[src/rtl/core/hvn_pkg.sv]
`default_nettype none
package hvn_pkg;

   // Q1.14 unit length
   localparam int ONE_Q14 = 16384;
   // triangle normal z in Q8.8 height units (two grid units squared times 2^7)
   localparam int TRI_Z = 512;

   // operand of the normalizer: triangle normal or per-vertex sum
   typedef struct packed {
      logic signed [17:0] x;
      logic signed [17:0] y;
      logic signed [17:0] z;
   } vec_type;

   // normalized vector, Q1.14
   typedef struct packed {
      logic signed [15:0] x;
      logic signed [15:0] y;
      logic signed [15:0] z;
   } nrm_type;

endpackage
`default_nettype wire

[src/rtl/core/hvn_norm.sv]
`default_nettype none
module hvn_norm (
   input  wire logic             clock,
   input  wire logic             reset,
   input  wire logic             start,
   input  wire hvn_pkg::vec_type vec,
   output logic                  done,
   output hvn_pkg::nrm_type      nrm
);

   localparam logic [2:0] ST_IDLE  = 3'd0;
   localparam logic [2:0] ST_SQR   = 3'd1;
   localparam logic [2:0] ST_ROOT  = 3'd2;
   localparam logic [2:0] ST_DLOAD = 3'd3;
   localparam logic [2:0] ST_DIV   = 3'd4;
   localparam logic [2:0] ST_DONE  = 3'd5;

   logic [2:0]         state_ff;
   logic [3:0]         cnt_ff;
   logic [1:0]         comp_ff;
   logic [16:0]        mag_ff [3];
   logic [2:0]         neg_ff;
   logic [33:0]        prod_ff;
   logic [35:0]        sum_ff;
   logic [63:0]        rad_ff;
   logic [63:0]        root_ff;
   logic [63:0]        bit_ff;
   logic [45:0]        num_ff;
   logic [45:0]        dvs_ff;
   logic [14:0]        quo_ff;
   logic signed [15:0] out_ff [3];

   logic [35:0] sum_in;
   logic [63:0] trial;
   logic        num_ge;
   logic [14:0] quo_in;
   logic [14:0] sat_q;

   always_comb begin
      sum_in = sum_ff + 36'(prod_ff);
      trial  = root_ff + bit_ff;
      num_ge = num_ff >= dvs_ff;
      quo_in = {quo_ff[13:0], num_ge};
      sat_q  = (32'(quo_in) > hvn_pkg::ONE_Q14) ? 15'(hvn_pkg::ONE_Q14) : quo_in;
   end

   // sequence: squares, root, three divisions; a zero vector gives the unit z vector
   always_ff @(posedge clock) begin
      if (reset) begin
         state_ff <= ST_IDLE;
      end else begin
         case (state_ff)
            ST_IDLE: begin
               if (start) begin
                  mag_ff[0] <= vec.x[17] ? 17'(-vec.x) : vec.x[16:0];
                  mag_ff[1] <= vec.y[17] ? 17'(-vec.y) : vec.y[16:0];
                  mag_ff[2] <= vec.z[17] ? 17'(-vec.z) : vec.z[16:0];
                  neg_ff    <= {vec.z[17], vec.y[17], vec.x[17]};
                  sum_ff    <= '0;
                  cnt_ff    <= '0;
                  state_ff  <= ST_SQR;
               end
            end
            ST_SQR: begin
               if (cnt_ff < 4'd3) begin
                  prod_ff <= mag_ff[cnt_ff[1:0]] * mag_ff[cnt_ff[1:0]];
               end
               if (cnt_ff != 4'd0) begin
                  sum_ff <= sum_in;
               end
               cnt_ff <= cnt_ff + 4'd1;
               if (cnt_ff == 4'd3) begin
                  rad_ff   <= {sum_in[35:0], 28'd0};
                  root_ff  <= '0;
                  bit_ff   <= 64'd1 << 62;
                  state_ff <= ST_ROOT;
               end
            end
            ST_ROOT: begin
               if (rad_ff >= trial) begin
                  rad_ff  <= rad_ff - trial;
                  root_ff <= (root_ff >> 1) + bit_ff;
               end else begin
                  root_ff <= root_ff >> 1;
               end
               bit_ff  <= bit_ff >> 2;
               comp_ff <= '0;
               if (bit_ff[0]) begin
                  state_ff <= ST_DLOAD;
               end
            end
            ST_DLOAD: begin
               if (root_ff == '0) begin
                  out_ff[0] <= '0;
                  out_ff[1] <= '0;
                  out_ff[2] <= 16'(hvn_pkg::ONE_Q14);
                  state_ff  <= ST_DONE;
               end else begin
                  num_ff   <= 46'({mag_ff[comp_ff], 28'd0}) + 46'(root_ff[31:1]);
                  dvs_ff   <= {root_ff[31:0], 14'd0};
                  quo_ff   <= '0;
                  cnt_ff   <= '0;
                  state_ff <= ST_DIV;
               end
            end
            ST_DIV: begin
               if (num_ge) begin
                  num_ff <= num_ff - dvs_ff;
               end
               dvs_ff <= dvs_ff >> 1;
               quo_ff <= quo_in;
               cnt_ff <= cnt_ff + 4'd1;
               if (cnt_ff == 4'd14) begin
                  out_ff[comp_ff] <= neg_ff[comp_ff] ? -16'(sat_q) : 16'(sat_q);
                  comp_ff <= comp_ff + 2'd1;
                  state_ff <= (comp_ff == 2'd2) ? ST_DONE : ST_DLOAD;
               end
            end
            ST_DONE: begin
               state_ff <= ST_IDLE;
            end
            default: begin
               state_ff <= ST_IDLE;
            end
         endcase
      end
   end

   assign done  = state_ff == ST_DONE;
   assign nrm.x = out_ff[0];
   assign nrm.y = out_ff[1];
   assign nrm.z = out_ff[2];

endmodule
`default_nettype wire

[config.mk]
export PLATFORM = sky130hd
export DESIGN_NAME = hvn_norm
export DESIGN_NICKNAME = d
export VERILOG_FILES = /design/src/rtl/core/hvn_pkg.sv /design/src/rtl/core/hvn_norm.sv
export SDC_FILE = /design/constraint.sdc
export NUM_CORES = 2
export LEC_CHECK = 0
export ABC_CLOCK_PERIOD_IN_PS = 10000
export BUFFER_PORTS_ARGS = -buffer_cell sky130_fd_sc_hd__clkbuf_2
export CAP_MARGIN = 0
export CORE_MARGIN = 1.5
export CORE_UTILIZATION = 30
export CTS_BUF_LIST = sky130_fd_sc_hd__clkbuf_4 sky130_fd_sc_hd__clkbuf_8
export DETAILED_ROUTE_END_ITERATION = 8
export GPL_TIMING_DRIVEN = 1
export SLEW_MARGIN = 15
export SYNTH_ARGS = -nofsm -noshare
export SYNTH_HDL_FRONTEND = slang
export SYNTH_SLANG_ARGS = --single-unit
export TNS_END_PERCENT = 30
[constraint.sdc]
create_clock -name clock -period 10 [get_ports clock]
set_input_delay 1 -clock clock [delete_from_list [all_inputs] [get_ports clock]]
set_output_delay 1 -clock clock [all_outputs]
set_load 0.1 [all_outputs]
==> results.md <==
* Layout cells sized above 1 at 7.62%
* Leading area contributor after synthesis: edfxtp_1
* RSZ-0062 raised after global routing: false
* Initial core utilization at 30.2%
* Gate count of the mapped netlist at 4280
* DP Wirelength at 85.1 mm
* Crit share post-route at 85.5%
* Worst Skew at 0.0323 ns
* Clock group share of total power at 12.6%
* Switching share of power at 48.1%
* CTS-repair resized insts at 0
* R2r endpoint: prod_ff[33]$_DFFE_PP_
* Static Leakage at 18.0 nW
* Post-CTS Setup Inserts at 0
* Crit-path max FO at 17
* Max-cap viol count at 0
* Internal power at 0.00749 W
* GPL Wtd Cong at 0.906
* Port buffer count at 105
* Clk buf depth at 3
* Root Buffer: clkbuf_8
* Sink Count at 450
* Syn nets at 4858
* H-tree depth at 3
* TNS Setup at 0 ns
* CP Capture Type: register
* DIE AREA at 134000 um2
* Minimum clock period after layout at 8.55 ns
* Nets at 4906
* DRT Wirelength at 110 mm
* Routed Antenna Nets at 0
* Largest cells by area after synthesis: edfxtp_1 34%, ha_1 10%, fa_1 9.8%, xnor2_1 4.2%, nor2_1 4.2%
* Syn_area_per_cell at 9.27 um2
* Clk_lat worst skew at 0.72 ns
* Worst endpoint required time at 10.44 ns
* Min-delay worst type: input port to register
* Synth warn at 0
* CP Launch Type: register
* Max Fclk at 117 MHz
* Reg power frac at 18.7%
* Worst-Margin Slew at 1.11 ns
* Number of global-route vias before repair at 30900
* Core Rows at 133
* Clk pin slew, worst setup/hold paths at 0.06 ns
* R2R Setup Slk at 1.45 ns
* Post-synth EDFFs at 443
* Cell with the most instances after synthesis: edfxtp_1
* Num CTS Buffers at 84
* Top cell type's share of synthesized area at 33.5%
* Tot Pwr at 0.0144 W
* Final Hold Viols at 0
* Worst r2r path cells at 25
* Initial antenna violation count at 3
* Comb power frac at 68.7%
* Crit Path Class: register to register
* Distinct cells, synth at 89
* Core ar. at 131000 um2
* Final Max Slew Viols at 0
* Sequential area share after synthesis at 33.9%
* List of most frequent post-synthesis cells: 443 x edfxtp_1, 442 x nor2_1, 408 x nand2_1
* TritonCTS clock tree: yes
* Synth async-reset ratio at 0%
* Area growth syn-to-layout at 10.0%
* Remaining Overflow, GRT at 0
* Final setup fails at 0
* First-pass GRT wire length at 173 mm
* Peak VDD IR at 0.868 mV
* Slew HR at 25.9%
* DIE WIDTH at 367 um
* Pre-antenna DRT Iters at 5
* Top Ports at 106
* Top FF cell, synth: edfxtp_1
* Total track usage at 16.0%
* Status: finished clean
* Crit path to: prod_ff[33]$_DFFE_PP_
* Worst Path Arrival at 8.99 ns
* Drc violations at 0
* PD cells at 331 nW/um2
* Via density at 5.10
* Net load switching power at 0.00694 W
* First DRT Iteration DRCs at 2217
* Mapped Area at 39700 um2
* Hold Crit Start: vec[36]
* Largest net degree at the start of global routing at 89
* Synthesis-stage register bit count at 450
* Vias at 31400
* Routed wire per std cell at 17.9 um
* Hold-fix buffers, CTS at 0
* Die height at 367 um
-- metrics by stage --
stage          worst slack, ns  cell area (um2)  utilization, %  hold WS, ns  std cells
4_1_cts                   1.54            43600            33.2        0.491       6150
3_5_place_dp              1.61            42000            32.0        0.552       5997
2_1_floorplan             1.45            39700               -        0.522       4280
3_3_place_gp              1.63            42000            32.0        0.541       5997
6_report                  1.45            43700            33.3        0.539       6154
5_1_grt                  0.969            43700            33.3        0.511       6153
-- cell type report --
class                   count  area, um2
fillers                 13600      87600
multi-input cells        3256      24100
flip-flops and latches    450      13400
well taps                1755       2200
inverters                 408       1530
clock buffers             103       1300
repair buffers            128        711
clock inverters            50        334
diodes                      4       10.0
-- kinds of logic after synthesis --
| group | count (synthesis) | synth area share, % |
|---|---|---|
| muxes | 57 | 1.45 |
| xor gates and xnor gates | 349 | 7.70 |
| AOI/OAI and AO/OA | 1015 | 16.2 |
| adders and majority gates | 521 | 20.1 |
| DFF | 450 | 33.9 |
| and+or+nand+nor | 1314 | 15.2 |
| buffers and inverters | 574 | 5.52 |
-- metal layers --
layer | track usage, % | up-vias | routed length (um) | part of all wire [%]
li1 | - | 15100 | - | -
met1 | 21.9 | 15400 | 50700 | 46
met2 | 26.0 | 695 | 51000 | 46
met3 | 2.41 | 158 | 5180 | 4.7
met4 | 4.76 | 0 | 3130 | 2.8
met5 | 0 | - | 0 | 0
-- flip-flops by register name, summed over array words and instances, names as in the netlist, 4 cells and up, named ones only --
| name | cells |
|---|---|
| out_ff | 48 |
| dvs_ff | 46 |
| root_ff | 64 |
| quo_ff | 14 |
| prod_ff | 33 |
| cnt_ff | 4 |
| num_ff | 46 |
| bit_ff | 32 |
| sum_ff | 36 |
| rad_ff | 64 |
| mag_ff | 51 |
-- power groups by stage --
stage               registers (W)  logic (W)  clock network [W]
finish                    0.00270    0.00992            0.00182
global route              0.00270     0.0111            0.00193
detailed placement        0.00273     0.0100                  0
global placement          0.00274    0.00997                  0
floorplan                 0.00270    0.00689                  0
CTS                       0.00270     0.0101            0.00186
-- placed cells by master, fill, tap and decap left out, types with 52 or more instances in the layout --
cell and n:
a21o_1 114, a31oi_1 81, and2_1 59, clkbuf_8 84, mux2i_1 52, nor3_1 57, nand2_1 406, xnor2_1 192
o21ai_0 276, fa_1 194, xor2_1 157, nor2_1 441, clkbuf_2 105, a21oi_1 233, nand3_1 63, inv_1 401
ha_1 327, edfxtp_1 443
-- worst min-delay path by stage --
stage	end	slack (ns)	depth (start not counted)
2_1_floorplan	dvs_ff[44]$_DFFE_PP_	0.52	2
3_3_place_gp	dvs_ff[44]$_DFFE_PP_	0.54	2
3_5_place_dp	dvs_ff[44]$_DFFE_PP_	0.55	2
4_1_cts	mag_ff[0][0]$_DFFE_PP_	0.49	1
5_1_grt	mag_ff[0][0]$_DFFE_PP_	0.51	1
6_report	mag_ff[0][0]$_DFFE_PP_	0.54	1
-- critical path, cell delays in order (launching register included) --
cell	delay [ns]
dfxtp_1	0.97
mux2i_1	0.27
o21a_1	0.32
clkinv_1	0.47
nand2_1	0.30
inv_1	0.09
fa_1	0.55
fa_1	0.45
fa_1	0.54
fa_1	0.53
fa_1	0.60
inv_1	0.07
fa_1	0.53
inv_1	0.04
ha_1	0.34
nand2_1	0.12
o21ai_0	0.13
a311o_1	0.38
a21oi_1	0.18
o311ai_1	0.15
o311ai_0	0.21
o21ai_1	0.20
o41ai_1	0.44
o21bai_1	0.11
a21oi_1	0.18
xnor2_1	0.08
(Power assumes the default switching activity.)
